File: src/hdl/irsc_pkg.sv
// Shared types, constants and helpers for the IP range step/check/count unit.
package irsc_pkg;

   localparam int SLOT_BITS     = 16;
   localparam int MAX_GROUPS    = 8;
   localparam int V4_GROUPS     = 4;
   localparam int CNT_BITS      = SLOT_BITS + 1;
   localparam int WORD_BITS     = 64;
   localparam int ADDR_BITS     = 2 * WORD_BITS;
   localparam int CFG_ADDR_BITS = 6;
   localparam int CFG_DATA_BITS = 64;
   localparam int REG_SHIFT     = 3;
   localparam int REG_IDX_BITS  = CFG_ADDR_BITS - REG_SHIFT;

   localparam logic [1:0] CMD_FIRST  = 2'd0;
   localparam logic [1:0] CMD_NEXT   = 2'd1;
   localparam logic [1:0] CMD_CHECK  = 2'd2;
   localparam logic [1:0] CMD_VOLUME = 2'd3;

   localparam logic [REG_IDX_BITS-1:0] REG_IS_V6     = 3'd0;
   localparam logic [REG_IDX_BITS-1:0] REG_MASKED    = 3'd1;
   localparam logic [REG_IDX_BITS-1:0] REG_FROM_HIGH = 3'd2;
   localparam logic [REG_IDX_BITS-1:0] REG_FROM_LOW  = 3'd3;
   localparam logic [REG_IDX_BITS-1:0] REG_TO_HIGH   = 3'd4;
   localparam logic [REG_IDX_BITS-1:0] REG_TO_LOW    = 3'd5;

   typedef struct packed {
      logic [1:0]           cmd;
      logic [WORD_BITS-1:0] addr_high;
      logic [WORD_BITS-1:0] addr_low;
   } req_type;

   typedef struct packed {
      logic [WORD_BITS-1:0] out_high;
      logic [WORD_BITS-1:0] out_low;
      logic                 ok;
      logic [WORD_BITS-1:0] volume;
   } rsp_type;

   typedef struct packed {
      logic [SLOT_BITS-1:0] first_val;
      logic [SLOT_BITS-1:0] inc_val;
      logic [SLOT_BITS-1:0] carry_val;
      logic [SLOT_BITS-1:0] keep_val;
      logic                 lt;
      logic                 in_rng;
      logic                 empty;
      logic                 eq_inc;
      logic                 eq_carry;
      logic                 eq_keep;
      logic [CNT_BITS-1:0]  cnt;
   } lane_type;

   typedef struct packed {
      logic [WORD_BITS-1:0]                   out_high;
      logic [WORD_BITS-1:0]                   out_low;
      logic                                   ok;
      logic                                   is_vol;
      logic                                   mv4;
      logic                                   empty;
      logic                                   sat;
      logic [WORD_BITS-1:0]                   prod;
      logic [MAX_GROUPS-1:0][CNT_BITS-1:0]    cnt;
   } stage_type;

   function automatic logic [SLOT_BITS-1:0] slot_of(input logic [ADDR_BITS-1:0] w,
                                                    input int g);
      return w[ADDR_BITS-1-SLOT_BITS*g -: SLOT_BITS];
   endfunction

endpackage

File: src/hdl/irsc_merge.sv
// Merge stage: carry search, address assembly, membership and product start.
module irsc_merge import irsc_pkg::*; #(
   parameter int GROUP_COUNT = 8
) (
   input  logic       clock,
   input  logic       load,
   input  logic [1:0] cmd,
   input  logic       mv4,
   input  lane_type   lanes [GROUP_COUNT-1:0],
   output stage_type  stage_ff
);

   localparam int SEL_BITS = $clog2(GROUP_COUNT);

   logic [SEL_BITS-1:0]  sel;
   logic                 found;
   logic                 all_eq;
   logic                 all_in;
   logic                 any_empty;
   logic [ADDR_BITS-1:0] first_w;
   logic [ADDR_BITS-1:0] next_w;
   stage_type            stage_in;

   always_comb begin
      sel       = '0;
      found     = 1'b0;
      first_w   = '0;
      next_w    = '0;
      all_eq    = 1'b1;
      all_in    = 1'b1;
      any_empty = 1'b0;

      for (int g = 0; g < GROUP_COUNT; g++) begin
         if (lanes[g].lt) begin
            sel   = SEL_BITS'(g);
            found = 1'b1;
         end
      end

      for (int g = 0; g < GROUP_COUNT; g++) begin
         first_w[ADDR_BITS-1-SLOT_BITS*g -: SLOT_BITS] = lanes[g].first_val;
         if (found && (SEL_BITS'(g) == sel)) begin
            next_w[ADDR_BITS-1-SLOT_BITS*g -: SLOT_BITS] = lanes[g].inc_val;
            all_eq = all_eq & lanes[g].eq_inc;
         end else if (!found || (SEL_BITS'(g) > sel)) begin
            next_w[ADDR_BITS-1-SLOT_BITS*g -: SLOT_BITS] = lanes[g].carry_val;
            all_eq = all_eq & lanes[g].eq_carry;
         end else begin
            next_w[ADDR_BITS-1-SLOT_BITS*g -: SLOT_BITS] = lanes[g].keep_val;
            all_eq = all_eq & lanes[g].eq_keep;
         end
         all_in    = all_in & lanes[g].in_rng;
         any_empty = any_empty | lanes[g].empty;
      end

      stage_in       = '0;
      stage_in.mv4   = mv4;
      stage_in.empty = any_empty;
      stage_in.prod  = WORD_BITS'(lanes[0].cnt);
      for (int g = 0; g < MAX_GROUPS; g++) begin
         stage_in.cnt[g] = CNT_BITS'(1);
         if (g < GROUP_COUNT) begin
            stage_in.cnt[g] = lanes[g].cnt;
         end
      end

      case (cmd)
         CMD_FIRST: begin
            {stage_in.out_high, stage_in.out_low} = first_w;
            stage_in.ok = 1'b1;
         end
         CMD_NEXT: begin
            {stage_in.out_high, stage_in.out_low} = next_w;
            stage_in.ok = found && !(mv4 && all_eq);
         end
         CMD_CHECK: begin
            stage_in.ok = all_in;
         end
         default: begin
            stage_in.is_vol = 1'b1;
         end
      endcase
   end

   always_ff @(posedge clock) begin
      if (load) begin
         stage_ff <= stage_in;
      end
   end

endmodule

File: config.mk
export PLATFORM = sky130hd
export DESIGN_NAME = irsc_merge
export DESIGN_NICKNAME = d
export VERILOG_FILES = /design/src/hdl/irsc_pkg.sv /design/src/hdl/irsc_merge.sv
export SDC_FILE = /design/constraint.sdc
export NUM_CORES = 1
export LEC_CHECK = 0
export BUFFER_PORTS_ARGS = -buffer_cell sky130_fd_sc_hd__buf_2
export CORE_AREA = 2 2 402 404
export DETAILED_ROUTE_END_ITERATION = 8
export DIE_AREA = 0 0 404 406
export SLEW_MARGIN = 20
export SYNTH_ARGS = -nofsm -noshare
export SYNTH_HDL_FRONTEND = slang
export SYNTH_SLANG_ARGS = --single-unit
File: constraint.sdc
create_clock -name clock -period 2.6 [get_ports clock]
set_input_delay 0.52 -clock clock [delete_from_list [all_inputs] [get_ports clock]]
set_output_delay 0.52 -clock clock [all_outputs]
set_load 0.05 [all_outputs]
After elaboration in Yosys (flattened, before gate mapping)

Index checks and enable logic that the tools add are counted.

Add/sub/neg operators: 0
$mul: 0
Divide/modulo/power cells: 0
Magnitude comparators: 8
Eq/ne operators: 9
Shifts and indexed selects: 0
Mux-type cells: 50
Bitwise gates (word level): 35
Reductions and logical operators: 23

Operators by type and width:

| cell                 | count |
|---|---|
| $mux W16             | 16 |
| $pmux W128 S2        | 1 |
| $and A1 B1 Y1        | 28 |
| $mux W1              | 26 |
| $eq A3 B3 Y1 const A | 4 |
| $gt A3 B3 Y1 const A | 4 |
| $mux W3              | 4 |
| $logic_and A1 B1 Y1  | 10 |
| $logic_or A1 B1 Y1   | 8 |
| $or A1 B1 Y1         | 7 |
| $eq A2 B3 Y1 const A | 2 |
| $gt A1 B3 Y1 const A | 2 |
| $gt A2 B3 Y1 const A | 2 |
| $mux W2              | 2 |
| $eq A1 B3 Y1 const A | 1 |
| $logic_not A3 Y1     | 1 |
| $pmux W1 S3          | 1 |
| $reduce_or A3 Y1     | 1 |
| $eq A2 B1 Y1 const B | 1 |
| $eq A2 B2 Y1 const B | 1 |
| $logic_not A1 Y1     | 2 |
| $logic_not A2 Y1     | 1 |

Flip-flop bits (word level): 268
Latch bits: 0
Bits in writable memories: 0
Bits in read-only memories: 0
Bits of input ports: 701
Output and inout port bits: 333
Logic and storage cells: 139
Memories kept: 0

Longest topological paths before layout

Depth in word-level cells: 37
Depth in mapped cells: 9
Mapped depth without buffers: 5

Least setup slack after synthesis

No wires, ideal clock.

Kind: input to register
From: input port lanes[544] (netlist bit)
To: register stage_ff[204] (netlist bit), data pin
Setup time: 0.276 ns
Arrival time: 2.052 ns
Data required time: 2.324 ns
Path slack: 0.272 ns
Stages on the path: 9
Path buffers: 4
Path through: clkbuf_1 -> or4_1 -> buf_2 -> nor3_4 -> buf_6 -> buf_4 -> o211ai_1 -> a21oi_1 -> a31oi_1

RTL lines:

| item                 | line             | source |
|---|---|---|
| from (decl)          | irsc_merge.sv:9  | `input lane_type lanes [GROUP_COUNT-1:0],` |
| to (signal assigned) | irsc_merge.sv:87 | `stage_ff <= stage_in;` |
| to (decl)            | irsc_merge.sv:10 | `output stage_type stage_ff` |

==> out/qor.csv <==
metric,value,unit
outcome,"complete, no violations",
nature of the critical path endpoint,flip-flop,
DR WL/cell,25.99,um
first-pass GRT wire length,134.2,mm
clk sink count,268,
router iterations before antenna repair,6,
global route overflow,0,
Max Transition Viols Final,0,
Setup-failing EPs final,0,
max reg flops,268,
number of fill cells,18210,
RSZ-0062 raised after global routing,false,
Yosys top cell area share,62.43,%
Final min period,2.276,ns
synthesized area per cell,11.61,sq um
Final Cycle Share,87.54,%
area growth from synthesis to layout,70.28,%
std cell rows,147,
Post-Syn Area,12890,sq um
Layout Nets,2801,
Yosys reg bits,268,
post-CTS setup buffers,0,
PwrDens,655.7,nW/um^2
Post-CTS Resized,0,
antenna-violating nets left,0,
initial antenna violation count,146,
DRT iter0 DRCs,1071,
P_leak,9.468,nW
CTS Buf Count,38,
Critical Path Source Type,input pin,
Hold Path Class,input pin to flip-flop,
clock transition at the registers of the reported paths,0.07,ns
number of global-route vias before repair,13380,
largest cells by area after synthesis,"edfxtp_1 (62%), mux2i_1 (8.2%), nand2_1 (5.4%)",
CP max-delay cell,nor2_1,
root buf cell,clkbuf_16,
Worst-Margin Slew,0.9676,ns
cell taking the most area after synthesis,edfxtp_1,
yosys warns,0,
Hold WS,0.08464,ns
Buffers on Ports,968,
CTS tree,yes,
GP Congestion,0.9243,
Initial Util,8.074,%
DRC errors left,0,
Worst EP required,2.96,ns
post-synthesis cell type count,39,
Worst path top cell family by delay,buffers and inverters,
"Hold Violations, Final",0,
Final Routed Wirelength,110.4,mm
post-DP HPWL,94.77,mm
core area,159600,sq um
Fmax,439.4,MHz
max_slew headroom,35.49,%
layout cells sized above 1,52.58,%
area of the multi-input gates,4227,sq um
Top reg by flops,stage_ff,
hold bufs inserted after CTS,0,
crit-path max FO,20,
Total GRT Usage,12.69,%
Async SR Flop Fraction,0,%
"EDFF count, synth",268,
WP data arrival,2.63,ns
Synth Flop Type,edfxtp_1,
sequential area share after synthesis,62.43,%
VDD IR-drop max,395.1,uV
die area,164000,sq um
Die Wd,404,um
synthesized instance count,1110,
storage element area,8048,sq um
Die Height,406,um
CTS max path bufs,3,
critical path type,input pin to flip-flop,
DR vias/cell,3.302,
setup TNS,0,ns
max_cap viols,0,
"most used cell, CP",buf_4,
WP buf/inv,5,
largest stage delay on the critical path,0.32,ns
H-tree lvl count,2,
largest registers,stage_ff (268),
largest net degree at the start of global routing,70,
"Cell Chain, Critical Path","buf_2, buf_4, nor4_4, buf_4, nand4b_1, buf_12, buf_4, nor2_1, a31oi_1, a22o_1",
via count,14030,
number of I/O pins,1034,
cell usage in the layout, fill, tap and decap left out, types with 3 or more instances in the layout:
cell type,netlist,layout
buf_2,11,965
edfxtp_1,268,268
nand2_1,186,186
nor2_1,148,145
mux2i_1,105,105
buf_4,66,62
a21oi_1,60,60
conb_1,1,48
clkbuf_16,0,39
diode_2,0,36
a31oi_1,31,31
a22o_1,30,30
a211oi_1,29,29
o21ai_0,26,25
buf_12,0,19
nand3_1,18,18
o211ai_1,17,17
a311o_1,16,16
inv_6,0,8
clkinv_2,0,6
clkinv_1,1,4
nor4_1,3,3
clkinvlp_4,0,3
bufinv_16,0,3
report_power, final:
group | switching, mW | internal, mW | total (mW)
registers | 0.163 | 5.17 | 5.33
logic | 2.66 | 0.936 | 3.60
clock network | 2.36 | 3.10 | 5.46
layout make-up:
class,instances,share of cell area (%)
clock inverter,28,1.294
clock buffer,40,4.464
timing repair buffer,1048,25.98
antenna,36,0.4104
tap,2086,11.89
sequential,268,36.67
inverter,2,0.03990
multi-input combinational,742,19.26
synth_stat cells, types with 2 or more instances:
cell and instances:
a31oi_1 31, nor4_1 3, a311o_1 16, nand3_1 18
a222oi_1 2, nand2b_1 2, mux2i_1 105, a211oi_1 29
or4_1 2, o211ai_1 17, buf_2 11, o21ai_0 26
edfxtp_1 268, clkbuf_1 59, buf_6 2, a22o_1 30
buf_1 7, nor2_1 148, buf_4 66, and2_1 2
nor2b_1 2, nand2_1 186, a21oi_1 60, nand3b_1 2
nand4_1 2
routing by layer:
layer  wire length, um  track usage, %
met1             42020           14.43
met2             50920           20.80
met3             12530           5.981
met4              4245           4.281
met5               724               0
metrics by stage:
stage	utilization, %	cells	cell area (sq um)	power [mW]	setup slack (ns)
4_1_cts	13.69	4214	21860	14.69	0.4386
6_report	13.75	4250	21950	14.39	0.3240
2_1_floorplan	-	1157	13070	7.415	0.2724
3_5_place_dp	12.90	4146	20590	9.065	-0.2115
3_3_place_gp	12.90	4146	20590	9.046	-0.1680
5_1_grt	13.72	4231	21900	14.92	0.2611
final timing paths:
| path | startpoint | end | slack [ns] | depth (start not counted) |
|---|---|---|---|---|
| max | lanes[457] | stage_ff[331] | 0.32 | 10 |
| min | lanes[102] | stage_ff[32] | 0.08 | 1 |
cells by family after synthesis:
| logic type | synth area share (%) |
|---|---|
| and+or+nand+nor | 11.59 |
| buffers and inverters | 6.426 |
| muxes | 8.154 |
| DFF | 62.43 |
| AOI/OAI and AO/OA | 11.37 |
| other | 0.02909 |
Power figures use the tool's default switching activity.
