File: src/hdl/irsc_pkg.sv
// Shared types, constants and helpers for the IP range step/check/count unit.
package irsc_pkg;

   localparam int SLOT_BITS     = 16;
   localparam int MAX_GROUPS    = 8;
   localparam int V4_GROUPS     = 4;
   localparam int CNT_BITS      = SLOT_BITS + 1;
   localparam int WORD_BITS     = 64;
   localparam int ADDR_BITS     = 2 * WORD_BITS;
   localparam int CFG_ADDR_BITS = 6;
   localparam int CFG_DATA_BITS = 64;
   localparam int REG_SHIFT     = 3;
   localparam int REG_IDX_BITS  = CFG_ADDR_BITS - REG_SHIFT;

   localparam logic [1:0] CMD_FIRST  = 2'd0;
   localparam logic [1:0] CMD_NEXT   = 2'd1;
   localparam logic [1:0] CMD_CHECK  = 2'd2;
   localparam logic [1:0] CMD_VOLUME = 2'd3;

   localparam logic [REG_IDX_BITS-1:0] REG_IS_V6     = 3'd0;
   localparam logic [REG_IDX_BITS-1:0] REG_MASKED    = 3'd1;
   localparam logic [REG_IDX_BITS-1:0] REG_FROM_HIGH = 3'd2;
   localparam logic [REG_IDX_BITS-1:0] REG_FROM_LOW  = 3'd3;
   localparam logic [REG_IDX_BITS-1:0] REG_TO_HIGH   = 3'd4;
   localparam logic [REG_IDX_BITS-1:0] REG_TO_LOW    = 3'd5;

   typedef struct packed {
      logic [1:0]           cmd;
      logic [WORD_BITS-1:0] addr_high;
      logic [WORD_BITS-1:0] addr_low;
   } req_type;

   typedef struct packed {
      logic [WORD_BITS-1:0] out_high;
      logic [WORD_BITS-1:0] out_low;
      logic                 ok;
      logic [WORD_BITS-1:0] volume;
   } rsp_type;

   typedef struct packed {
      logic [SLOT_BITS-1:0] first_val;
      logic [SLOT_BITS-1:0] inc_val;
      logic [SLOT_BITS-1:0] carry_val;
      logic [SLOT_BITS-1:0] keep_val;
      logic                 lt;
      logic                 in_rng;
      logic                 empty;
      logic                 eq_inc;
      logic                 eq_carry;
      logic                 eq_keep;
      logic [CNT_BITS-1:0]  cnt;
   } lane_type;

   typedef struct packed {
      logic [WORD_BITS-1:0]                   out_high;
      logic [WORD_BITS-1:0]                   out_low;
      logic                                   ok;
      logic                                   is_vol;
      logic                                   mv4;
      logic                                   empty;
      logic                                   sat;
      logic [WORD_BITS-1:0]                   prod;
      logic [MAX_GROUPS-1:0][CNT_BITS-1:0]    cnt;
   } stage_type;

   function automatic logic [SLOT_BITS-1:0] slot_of(input logic [ADDR_BITS-1:0] w,
                                                    input int g);
      return w[ADDR_BITS-1-SLOT_BITS*g -: SLOT_BITS];
   endfunction

endpackage

File: src/hdl/irsc_lane.sv
// One address group lane: bound compares, step values and group count, registered.
module irsc_lane import irsc_pkg::*; #(
   parameter int GROUP_WIDTH = 16
) (
   input  logic                 clock,
   input  logic                 load,
   input  logic                 active,
   input  logic                 last,
   input  logic                 mv4,
   input  logic [SLOT_BITS-1:0] addr_slot,
   input  logic [SLOT_BITS-1:0] lo_slot,
   input  logic [SLOT_BITS-1:0] hi_slot,
   output lane_type             lane_ff
);

   logic [GROUP_WIDTH-1:0] a;
   logic [GROUP_WIDTH-1:0] lo;
   logic [GROUP_WIDTH-1:0] hi;
   logic [GROUP_WIDTH-1:0] inc;
   logic [GROUP_WIDTH-1:0] carry;
   logic [GROUP_WIDTH-1:0] first;
   lane_type               lane_in;

   always_comb begin
      a     = addr_slot[GROUP_WIDTH-1:0];
      lo    = lo_slot[GROUP_WIDTH-1:0];
      hi    = hi_slot[GROUP_WIDTH-1:0];
      inc   = a + GROUP_WIDTH'(1);
      carry = (lo < hi) ? lo : a;
      first = (last && mv4) ? lo + GROUP_WIDTH'(1) : lo;

      lane_in.first_val = SLOT_BITS'(first);
      lane_in.inc_val   = SLOT_BITS'(inc);
      lane_in.carry_val = SLOT_BITS'(carry);
      lane_in.keep_val  = SLOT_BITS'(a);
      lane_in.lt        = a < hi;
      lane_in.in_rng    = (a >= lo) && (a <= hi);
      lane_in.empty     = hi < lo;
      lane_in.eq_inc    = inc == hi;
      lane_in.eq_carry  = carry == hi;
      lane_in.eq_keep   = a == hi;
      lane_in.cnt       = CNT_BITS'(hi) - CNT_BITS'(lo) + CNT_BITS'(1);

      if (!active) begin
         lane_in          = '0;
         lane_in.in_rng   = 1'b1;
         lane_in.eq_inc   = 1'b1;
         lane_in.eq_carry = 1'b1;
         lane_in.eq_keep  = 1'b1;
         lane_in.cnt      = CNT_BITS'(1);
      end
   end

   always_ff @(posedge clock) begin
      if (load) begin
         lane_ff <= lane_in;
      end
   end

endmodule

File: config.mk
export PLATFORM = sky130hd
export DESIGN_NAME = irsc_lane
export DESIGN_NICKNAME = d
export VERILOG_FILES = /design/src/hdl/irsc_pkg.sv /design/src/hdl/irsc_lane.sv
export SDC_FILE = /design/constraint.sdc
export NUM_CORES = 1
export LEC_CHECK = 0
export BUFFER_PORTS_ARGS = -buffer_cell sky130_fd_sc_hd__buf_2
export CORE_UTILIZATION = 40
export DETAILED_ROUTE_END_ITERATION = 8
export HOLD_SLACK_MARGIN = 0.08
export PLACE_DENSITY = 0.65
export SYNTH_ARGS = -nofsm -noshare
export SYNTH_HDL_FRONTEND = slang
export SYNTH_SLANG_ARGS = --single-unit
File: constraint.sdc
create_clock -name clock -period 7.3 [get_ports clock]
set_input_delay 0.365 -clock clock [delete_from_list [all_inputs] [get_ports clock]]
set_output_delay 0.365 -clock clock [all_outputs]
set_load 0.005 [all_outputs]
## Word level (Yosys, flattened, before mapping)

Cells that the tools add are included.

| storage, ports and cells | value |
|---|---|
| register bits after elaboration | 87 |
| bits of input ports | 53 |
| output and inout bits | 87 |
| word-level logic and storage cells | 27 |

| cells by class | value |
|---|---|
| add/subtract/negate cells | 4 |
| order comparisons | 5 |
| equality and inequality tests | 3 |
| multiplexer cells | 2 |
| reduce and logical (&&, ||, !) cells | 2 |

Operators with widths:

| kind | number |
|---|---|
| 16-bit == test | 3 |
| 16-bit less-than comparator | 3 |
| 16-bit by 1-bit adder with 16-bit output (second input constant) | 2 |
| 16-bit two-way mux | 2 |
| 17-bit by 1-bit adder with 17-bit output (second input constant) | 1 |
| 16-bit by 16-bit subtractor with 17-bit output | 1 |
| 16-bit >= comparator | 1 |
| 16-bit less-or-equal comparator | 1 |
| 1-bit logical AND | 2 |

## Longest topological paths before layout

Gate-level depths: netlist of run 1.

| depth | value |
|---|---|
| depth in word-level cells | 3 |
| gate-level depth with buffers | 13 |
| depth with buffers taken out | 13 |

## Worst setup path after synthesis of run 1

OpenSTA, ideal clock, no wires.

| timing | value |
|---|---|
| kind | in2reg |
| start point | input lo_slot[3] |
| end point | register lane_ff[16] (netlist name) (data pin) |
| setup time | 266 ps |
| arrival | 2628 ps |
| data required time | 7034 ps |
| setup slack | 4406 ps |
| stages on the path | 11 |
| path buffers | 1 |
| path through | clkbuf_1 -> inv_1 -> ha_1 -> ha_1 -> a211o_1 -> a2111oi_2 -> o31a_1 -> a21oi_1 -> o21ai_0 -> xnor2_1 -> nor2_1 |

| on the way | value |
|---|---|
| longest elaborated chain between the ends | 2 |

Ends and longest elaborated chain:

| item | line | source |
|---|---|---|
| start: declaration | irsc_lane.sv:11 | `input logic [SLOT_BITS-1:0] lo_slot,` |
| 16-bit by 16-bit subtractor with 17-bit output | irsc_lane.sv:42 | `lane_in.cnt = CNT_BITS'(hi) - CNT_BITS'(lo) + CNT_BITS'(1);` |
| 17-bit by 1-bit adder with 17-bit output | irsc_lane.sv:42 |  |
| end signal: assignment | irsc_lane.sv:56 | `lane_ff <= lane_in;` |
| end: declaration | irsc_lane.sv:13 | `output lane_type lane_ff` |

Every way passes these cells.
A chain may end at the register's enable or synchronous reset.

## Worst setup path after layout of run 1

| timing | value |
|---|---|
| start point | input lo_slot[1] |
| end point | register lane_ff[15] (netlist name) (data pin) |

Same word-level chain as after synthesis.

==> results.json, run 1 <==
{
  "run_status": "complete, no violations",
  "async_reset_ff_share_pct": 0,
  "critPathRequiredTime_ps": 7370,
  "cp_data_arrival_time_ps": 2960,
  "cpMaxStageDelayCell": "sky130_fd_sc_hd__fa_1",
  "ant_nets": 0,
  "worst_path_most_repeated_cell": "sky130_fd_sc_hd__inv_1",
  "synth.yosys.seq_area_share_pct": 41.2,
  "slew_violations": 0,
  "worst-setup-path-type": "in2reg",
  "cts-hold-fix-buffers": 0,
  "postCtsSetupBuffers": 0,
  "post_synth_instance_area_um2": 6340,
  "min_period_over_period_pct": 39.5,
  "hold_path_class": "in2reg",
  "average_size_of_a_mapped_cell_um2": 10.5,
  "crit_path_max_fanout": 6,
  "clock_tree.buffer_depth": 2,
  "layout.cells.most_common_list": "sky130_fd_sc_hd__buf_2 (138), sky130_fd_sc_hd__edfxtp_1 (87), sky130_fd_sc_hd__nor2_1 (70), sky130_fd_sc_hd__ha_1 (67), sky130_fd_sc_hd__inv_1 (43)",
  "number_of_enable_type_register_cells_in_the_synthesized_netlist": 87,
  "synth_cell_type_count": 60,
  "grt_first_pass_wirelength_um": 27400,
  "cts_buffers": 9,
  "total_power_mw": 1.39,
  "layout-drive-gt1-share_pct": 22.7,
  "cellPowerDensity_nw_per_um2": 186,
  "finalWorstPathRequiredPeriod_ps": 2880,
  "core.rowCount": 45,
  "vdd_drop_max_mv": 0.118,
  "critPathCaptureType": "register",
  "dr_total_vias": 4979,
  "synth.top_cells.by_area": "sky130_fd_sc_hd__edfxtp_1 (41%), sky130_fd_sc_hd__ha_1 (13%), sky130_fd_sc_hd__xnor2_1 (5.8%), sky130_fd_sc_hd__nor2_1 (4.1%), sky130_fd_sc_hd__xor2_1 (3.0%)",
  "clk_root_buffer_cell": "sky130_fd_sc_hd__clkbuf_16",
  "leakagePower_nw": 3.20,
  "grt_util_all_layers_pct": 22.2,
  "design.core.area_um2": 15300,
  "timing.critical_path.buf_inv": 4,
  "clkSinkCount": 87,
  "netlist.area_leader.share_pct": 41.2,
  "drt-wirelength-per-cell_um": 18.4,
  "synthToLayoutAreaGrowth_pct": 17.9,
  "antenna_found_initial": 0,
  "synth.net_count": 732,
  "critical_path.top_delay_family": "compound AO/OA/AOI/OAI gates",
  "grt_start_max_net_pins": 88,
  "diodes": 0,
  "vias_in_the_first_global_route": 5138,
  "synth.ff_latch_count": 87,
  "htreeDepth": 3,
  "routed_wirelength_um": 17500,
  "cts-resized-gates": 0,
  "totalNegativeSetupSlack_ps": 0,
  "synth-warning-count": 0,
  "synth_cells": 604,
  "rsz_0062_raised_after_global_routing": "false",
  "path_depth": 14,
  "drt_first_iter_violations": 295,
  "layout_commonest_cell": "sky130_fd_sc_hd__buf_2",
  "ys.flop_type": "sky130_fd_sc_hd__edfxtp_1",
  "dp.final_hpwl_um": 13500,
  "timing.slew.headroom_pct": 26.2,
  "fin_nets": 863,
  "placement.io_buffers": 139,
  "detail_route.vias_per_cell": 5.24,
  "reg.largest.list": "lane_ff (87)",
  "post-synth-top-area-cell": "sky130_fd_sc_hd__edfxtp_1",
  "regMostFlops": "lane_ff",
  "worst_setup_hold_path_clk_slew_ps": 60,
  "pin_count": 140,
  "max_cap_viol_count": 0,
  "remaining_drc_errors": 0,
  "slowest_stage_delay_cp_ps": 410,
  "whs_path_depth": 2,
  "chipWidth_um": 128,
  "chipHeight_um": 128,
  "worst-slew-pin-transition_ps": 1110,
  "tritoncts_clock_tree": "yes",
  "largest_register_ffs": 87,
  "gp_congestion": 0.910,
  "drt_first_pass_iters": 4,
  "fmaxAchievable_mhz": 347,
  "finalHoldViolations": 0,
  "report.final.setup_viol": 0,
  "dieArea_um2": 16400,
  "globalRouteOverflowTotal": 0,
  "crit_chain": "buf_2, inv_1, ha_1, inv_1, ha_1, inv_1, fa_1, nand2b_1, a21oi_1, o2111ai_1, a21oi_1, o41ai_1, nand2_1, o211ai_1",
  "effective_utilization_at_floorplan_pct": 41.4,
  "timing.critical_path.from_type": "primary input"
}
-- kinds of logic after synthesis --
kind of cell | count (synthesis) | share of synthesized area, %
fa+ha+maj | 75 | 15.7
mux | 18 | 2.84
buf+inv | 65 | 4.26
xor+xnor | 65 | 9.10
flops | 87 | 41.2
compound gates | 92 | 10.0
simple gates | 202 | 16.8
-- cell usage after synthesis, types with 8 or more instances --
| master | n |
|---|---|
| sky130_fd_sc_hd__a21oi_1 | 20 |
| sky130_fd_sc_hd__and2_1 | 19 |
| sky130_fd_sc_hd__mux2i_1 | 18 |
| sky130_fd_sc_hd__nor2_1 | 70 |
| sky130_fd_sc_hd__clkbuf_1 | 13 |
| sky130_fd_sc_hd__nor3_1 | 8 |
| sky130_fd_sc_hd__nand2b_1 | 9 |
| sky130_fd_sc_hd__xor2_1 | 22 |
| sky130_fd_sc_hd__inv_1 | 43 |
| sky130_fd_sc_hd__a21o_1 | 9 |
| sky130_fd_sc_hd__ha_1 | 67 |
| sky130_fd_sc_hd__nand4_1 | 18 |
| sky130_fd_sc_hd__fa_1 | 8 |
| sky130_fd_sc_hd__nand3_1 | 10 |
| sky130_fd_sc_hd__edfxtp_1 | 87 |
| sky130_fd_sc_hd__nand2_1 | 28 |
| sky130_fd_sc_hd__o21ai_0 | 17 |
| sky130_fd_sc_hd__xnor2_1 | 42 |
-- power breakdown --
| part | leakage, nW | switching [mW] | internal, mW |
|---|---|---|---|
| sequential | 0.840 | 0.0123 | 0.606 |
| combinational | 2.24 | 0.205 | 0.146 |
| clock | 0.119 | 0.191 | 0.227 |
-- final timing paths --
path,to,from
worst max-delay path,lane_ff[15]$_SDFFCE_PN0P_,lo_slot[1]
worst min-delay path,lane_ff[55]$_SDFFCE_PN0P_,addr_slot[0]
-- stage by stage --
| stage | worst slack [ps] | hold slack [ps] | util [%] | area [µm²] | cells |
|---|---|---|---|---|---|
| floorplan | 4410 | 477 | - | 6340 | 604 |
| global placement | 4130 | 742 | 47.1 | 7220 | 935 |
| detailed placement | 4080 | 746 | 47.1 | 7220 | 935 |
| CTS | 4450 | 382 | 48.8 | 7480 | 950 |
| global route | 4240 | 411 | 48.8 | 7480 | 950 |
| finish | 4420 | 392 | 48.8 | 7480 | 950 |
-- metal layers --
metal / share of wire, % / vias to the layer above / track usage [%]
li1: - / 2451 / -
met1: 44 / 2365 / 28.2
met2: 49 / 138 / 37.8
met3: 5.6 / 25 / 3.55
met4: 2.0 / 0 / 8.79
met5: 0 / - / 0
-- cell type report --
class	instances	area, µm²
fillers	1469	7840
multi-input cells	452	3460
flip-flops and latches	87	2610
repair buffers	142	721
well taps	211	264
clock buffers	11	233
inverters	43	161
clock inverters	4	23.8
No activity file was read; power rests on OpenSTA's default activity.
==> run 2, diff against run 1 <==
--- a/config.mk
+++ b/config.mk
@@ -9,7 +9,7 @@
 export CORE_UTILIZATION = 40
 export DETAILED_ROUTE_END_ITERATION = 8
 export HOLD_SLACK_MARGIN = 0.08
-export PLACE_DENSITY = 0.65
+export PLACE_DENSITY = 0.67
 export SYNTH_ARGS = -nofsm -noshare
 export SYNTH_HDL_FRONTEND = slang
 export SYNTH_SLANG_ARGS = --single-unit
==> constraint.sdc (replaced) <==
create_clock -name clock -period 2.64 [get_ports clock]
set_input_delay 0.132 -clock clock [delete_from_list [all_inputs] [get_ports clock]]
set_output_delay 0.132 -clock clock [all_outputs]
set_load 0.005 [all_outputs]
==> run 2 against run 1 <==
  * Design area increased by 7.6%
  * Setup slack got worse by 4100 ps
  * Clock power increased to 2.8 times the previous value
  * Critical endpoint unchanged
==> results.json, run 2 (same netlist as run 1, synthesis figures left out) <==
{
  "worst-setup-path-type": "in2reg",
  "min_period_over_period_pct": 89.0,
  "report.final.setup_viol": 0,
  "power_switching_mw": 1.14,
  "antenna_found_initial": 1,
  "routed_wirelength_um": 17600,
  "drt-wirelength-per-cell_um": 17.2,
  "layout-drive-gt1-share_pct": 29.2,
  "fmaxAchievable_mhz": 426,
  "largest_register_ffs": 87,
  "fin_area_um2": 8050,
  "cellPowerDensity_nw_per_um2": 490,
  "dieArea_um2": 16400,
  "crit_startpoint": "lo_slot[2]",
  "timing.critical_path.from_type": "primary input",
  "leakagePower_nw": 3.55,
  "clock_tree.buffer_depth": 2,
  "clk_root_buffer_cell": "sky130_fd_sc_hd__clkbuf_16",
  "htreeDepth": 3,
  "drt_first_pass_iters": 5,
  "layout.cells.most_common_list": "sky130_fd_sc_hd__buf_2 (138), sky130_fd_sc_hd__edfxtp_1 (87), sky130_fd_sc_hd__nor2_1 (70), sky130_fd_sc_hd__buf_4 (69), sky130_fd_sc_hd__ha_1 (67)",
  "grt_util_all_layers_pct": 22.4,
  "clkSinkCount": 87,
  "core.rowCount": 45,
  "setup_ws_final_ps": 290,
  "globalRouteOverflowTotal": 0,
  "chipHeight_um": 128,
  "comb_power_share_pct": 27.4,
  "endpoint_of_the_most_critical_setup_path": "lane_ff[15]$_SDFFCE_PN0P_",
  "rsz_0062_raised_after_global_routing": "false",
  "tritoncts_clock_tree": "yes",
  "fin_nets": 931,
  "totalNegativeSetupSlack_ps": 0,
  "slew_violations": 0,
  "postCtsSetupBuffers": 0,
  "pin_count": 140,
  "reg.largest.list": "lane_ff (87)",
  "cp_data_arrival_time_ps": 2430,
  "design.core.area_um2": 15300,
  "effective_utilization_at_floorplan_pct": 41.4,
  "vdd_drop_max_mv": 0.342,
  "ant_nets": 0,
  "cts_buffers": 9,
  "max_cap_viol_count": 0,
  "critPathCaptureType": "register",
  "synthToLayoutAreaGrowth_pct": 26.9,
  "vias_in_the_first_global_route": 5313,
  "timing.slew.headroom_pct": 63.4,
  "placement.io_buffers": 139,
  "place_ws_ps": -70.4,
  "dr_total_vias": 5330,
  "layout_commonest_cell": "sky130_fd_sc_hd__buf_2",
  "hp-start": "addr_slot[0]",
  "gp_congestion": 0.957,
  "remaining_drc_errors": 0,
  "critPathRequiredTime_ps": 2720,
  "run_status": "complete, no violations",
  "hold_path_class": "in2reg",
  "crit_path_max_fanout": 3,
  "grt_start_max_net_pins": 60,
  "power.clock.fraction_pct": 29.3,
  "chipWidth_um": 128,
  "regMostFlops": "lane_ff",
  "worst-slew-pin-transition_ps": 548,
  "grt_first_pass_wirelength_um": 27700,
  "dp.final_hpwl_um": 13800,
  "placement.cell_area_um2": 7770,
  "worst_setup_hold_path_clk_slew_ps": 60,
  "sw_frac_of_total_pct": 28.8,
  "drt_first_iter_violations": 392,
  "share_seq_of_total_power_pct": 43.3,
  "finalWorstPathRequiredPeriod_ps": 2350,
  "detail_route.vias_per_cell": 5.22,
  "finalHoldViolations": 0,
  "power.internal_mw": 2.81
}
run 2: cell types whose count changed in the layout (fill, tap and decap cells not counted), sizes merged:
cell    before  now
buf        142  210
clkbuf      11   13
diode        0    2
clkinv       2    1
run 2: worst min path at each step:
stage / slack (ps) / endpoint / depth (start not counted)
global placement: 500 / lane_ff[55]$_SDFFCE_PN0P_ / 2
CTS: 140 / lane_ff[55]$_SDFFCE_PN0P_ / 2
finish: 150 / lane_ff[55]$_SDFFCE_PN0P_ / 2
detailed placement: 510 / lane_ff[55]$_SDFFCE_PN0P_ / 2
floorplan: 240 / lane_ff[0]$_SDFFCE_PN1P_ / 0
global route: 180 / lane_ff[55]$_SDFFCE_PN0P_ / 2
run 2: stage by stage:
step | hold slack, ps | cells | total power, mW | util [%]
after floorplan | 244 | 604 | 2.30 | -
after global placement | 504 | 1003 | 2.79 | 50.7
after detailed placement | 506 | 1003 | 2.80 | 50.7
after CTS | 140 | 1019 | 3.97 | 52.4
after global routing | 177 | 1020 | 4.15 | 52.5
final | 152 | 1021 | 3.95 | 52.5
run 2: critical path: stages:
cell,delay [ps]
sky130_fd_sc_hd__buf_2,100
sky130_fd_sc_hd__inv_1,60
sky130_fd_sc_hd__ha_1,220
sky130_fd_sc_hd__fa_1,480
sky130_fd_sc_hd__buf_4,170
sky130_fd_sc_hd__nand2b_1,90
sky130_fd_sc_hd__a21oi_1,90
sky130_fd_sc_hd__o2111ai_1,280
sky130_fd_sc_hd__a21oi_1,140
sky130_fd_sc_hd__o41ai_1,510
sky130_fd_sc_hd__o211ai_1,170
run 2: cell type report:
type | instances | area, µm²
clock inverter | 3 | 20.0
clock buffer | 13 | 240
timing repair buffer | 210 | 1270
multi-input combinational | 452 | 3470
antenna | 2 | 5.00
fill | 1415 | 7270
sequential | 87 | 2610
tap | 211 | 264
inverter | 43 | 161
run 2: power groups by stage:
stage / registers, mW / logic, mW / clock network [mW]
2_1_floorplan: 1.76 / 0.548 / 0
3_3_place_gp: 1.74 / 1.05 / 0
3_5_place_dp: 1.74 / 1.07 / 0
4_1_cts: 1.71 / 1.08 / 1.19
5_1_grt: 1.72 / 1.20 / 1.23
6_report: 1.71 / 1.08 / 1.16
run 2: what timing repair did:
item / 4_1_cts / 5_1_grt
hold buffers: 0 / 0
endpoints found under the hold margin: 0 / 0
resized for setup: 0 / 1
setup endpoints to repair: 0 / 1
run 2: layer usage:
layer | track usage (%) | vias up | routed length, µm
met5 | 0 | - | 0
met3 | 4.34 | 38 | 1070
met4 | 9.07 | 0 | 502
met2 | 36.6 | 184 | 8360
li1 | - | 2586 | -
met1 | 29.0 | 2522 | 7640
==> run 3, diff against run 2 <==
--- a/config.mk
+++ b/config.mk
@@ -7,6 +7,7 @@
 export LEC_CHECK = 0
 export BUFFER_PORTS_ARGS = -buffer_cell sky130_fd_sc_hd__buf_2
 export CORE_UTILIZATION = 40
+export CTS_BUF_LIST = sky130_fd_sc_hd__clkbuf_4 sky130_fd_sc_hd__clkbuf_8 sky130_fd_sc_hd__clkbuf_16
 export DETAILED_ROUTE_END_ITERATION = 8
 export HOLD_SLACK_MARGIN = 0.08
 export PLACE_DENSITY = 0.67
==> run 3 against run 2 <==
  * Critical path type unchanged
  * Sequential power about the same
  * Power grew 1.1%
  * Final cell count barely moved
  * Combinational power barely moved
==> results.json, run 3 (same netlist as run 1, synthesis figures left out) <==
{
  "run_status": "complete, no violations",
  "rsz_0062_raised_after_global_routing": "false",
  "reg.largest.list": "lane_ff (87)",
  "drt_first_pass_iters": 5,
  "hold_path_end": "lane_ff[55]$_SDFFCE_PN0P_",
  "hold_path_class": "in2reg",
  "clk_root_buffer_cell": "sky130_fd_sc_hd__clkbuf_16",
  "layout.cells.most_common_list": "sky130_fd_sc_hd__buf_2 (138), sky130_fd_sc_hd__edfxtp_1 (87), sky130_fd_sc_hd__nor2_1 (70), sky130_fd_sc_hd__buf_4 (69), sky130_fd_sc_hd__ha_1 (67)",
  "seqCellArea_um2": 2610,
  "design.core.area_um2": 15300,
  "cts_buffers": 9,
  "cp_data_arrival_time_ps": 2440,
  "chipWidth_um": 128,
  "fin_nets": 931,
  "postCtsSetupBuffers": 0,
  "clkSinkCount": 87,
  "layout_commonest_cell": "sky130_fd_sc_hd__buf_2",
  "slew_violations": 0,
  "critPathCaptureType": "register",
  "clock_tree.buffer_depth": 2,
  "report.final.setup_viol": 0,
  "vdd_drop_max_mv": 0.344,
  "htreeDepth": 3,
  "hp-start": "addr_slot[0]",
  "worst-slew-pin-transition_ps": 554,
  "synthToLayoutAreaGrowth_pct": 27.1,
  "worst_setup_hold_path_clk_slew_ps": 60,
  "min_period_over_period_pct": 89.3,
  "whs_path_depth": 2,
  "finalWorstPathRequiredPeriod_ps": 2360,
  "final_core_util_pct": 52.6,
  "timing.slew.headroom_pct": 63.0,
  "critPathRequiredTime_ps": 2720,
  "antenna_found_initial": 0,
  "drt_first_iter_violations": 385,
  "crit_path_max_fanout": 3,
  "ant_nets": 0,
  "placement.io_buffers": 139,
  "gp_congestion": 0.957,
  "largest_register_ffs": 87,
  "finalHoldViolations": 0,
  "fmaxAchievable_mhz": 424,
  "tritoncts_clock_tree": "yes",
  "dr_total_vias": 5326,
  "finalNonFillerCells": 1020,
  "layout-drive-gt1-share_pct": 29.7,
  "detail_route.vias_per_cell": 5.22,
  "remaining_drc_errors": 0,
  "effective_utilization_at_floorplan_pct": 41.4,
  "cellPowerDensity_nw_per_um2": 495,
  "chipHeight_um": 128,
  "routed_wirelength_um": 17600,
  "filler_cell_count": 1411,
  "leakagePower_nw": 3.56,
  "dp.final_hpwl_um": 13800,
  "grt_start_max_net_pins": 60,
  "core.rowCount": 45,
  "total_power_mw": 3.99,
  "max_cap_viol_count": 0,
  "dpl_cells": 1003,
  "totalNegativeSetupSlack_ps": 0,
  "grt_util_all_layers_pct": 22.4,
  "footprint_of_the_multi_input_gates_um2": 3470,
  "vias_in_the_first_global_route": 5319,
  "timing.critical_path.from_type": "primary input",
  "drt-wirelength-per-cell_um": 17.3,
  "pin_count": 140,
  "regMostFlops": "lane_ff",
  "dieArea_um2": 16400,
  "hold_slack_ps": 153,
  "worst-setup-path-type": "in2reg",
  "grt_first_pass_wirelength_um": 27700,
  "globalRouteOverflowTotal": 0
}
[run 3: cell count changes in the layout (fill, tap and decap cells not counted)]
cell                       delta
sky130_fd_sc_hd__clkbuf_1     -4
sky130_fd_sc_hd__clkbuf_4     +4
sky130_fd_sc_hd__diode_2      -1
[run 3: worst max-delay path by stage]
stage	from	slack (ps)	end	depth (start not counted)
2_1_floorplan	lo_slot[3]	100	lane_ff[16]$_SDFFCE_PN0P_	11
3_3_place_gp	lo_slot[2]	-50	lane_ff[16]$_SDFFCE_PN0P_	11
3_5_place_dp	lo_slot[2]	-70	lane_ff[16]$_SDFFCE_PN0P_	11
4_1_cts	lo_slot[2]	300	lane_ff[15]$_SDFFCE_PN0P_	11
5_1_grt	lo_slot[2]	100	lane_ff[13]$_SDFFCE_PN0P_	12
6_report	lo_slot[2]	280	lane_ff[15]$_SDFFCE_PN0P_	11
[run 3: repair_timing]
item                                   4_1_cts  5_1_grt
setup endpoints to repair                    0        1
endpoints found under the hold margin        0        0
hold buffers                                 0        0
gates resized for setup                      0        1
[run 3: layout make-up]
cell class / count / area share (%)
Multi-Input combinational cell: 452 / 43.1
Sequential cell: 87 / 32.4
Timing Repair Buffer: 210 / 15.7
Tap cell: 211 / 3.28
Clock buffer: 13 / 3.17
Inverter: 43 / 2.00
Clock inverter: 3 / 0.248
Antenna cell: 1 / 0.0311
[run 3: routing by layer]
metal	global-route usage [%]	vias to the layer above	part of all wire (%)
met1	29.0	2549	45
li1	-	2588	-
met2	36.9	150	47
met4	8.65	0	2.6
met5	0	-	0
met3	4.30	39	5.3
[run 3: per-stage QoR]
step / cell area [µm²] / setup slack [ps]
6_report: 8060 / 284
5_1_grt: 8060 / 98.7
4_1_cts: 8040 / 296
3_5_place_dp: 7770 / -70.4
3_3_place_gp: 7770 / -45.3
2_1_floorplan: 6340 / 101
[run 3: critical path, stage by stage]
cell                        delay, ps
sky130_fd_sc_hd__buf_2            100
sky130_fd_sc_hd__inv_1             60
sky130_fd_sc_hd__ha_1             220
sky130_fd_sc_hd__fa_1             480
sky130_fd_sc_hd__buf_4            170
sky130_fd_sc_hd__nand2b_1          90
sky130_fd_sc_hd__a21oi_1           90
sky130_fd_sc_hd__o2111ai_1        280
sky130_fd_sc_hd__a21oi_1          140
sky130_fd_sc_hd__o41ai_1          510
sky130_fd_sc_hd__o211ai_1         170
[run 3: power breakdown]
part	switching (mW)	total [mW]	leakage, nW	internal [mW]
clock	0.523	1.20	0.134	0.678
sequential	0.0340	1.71	0.840	1.67
combinational	0.584	1.08	2.59	0.497
total	1.14	3.99	3.56	2.85
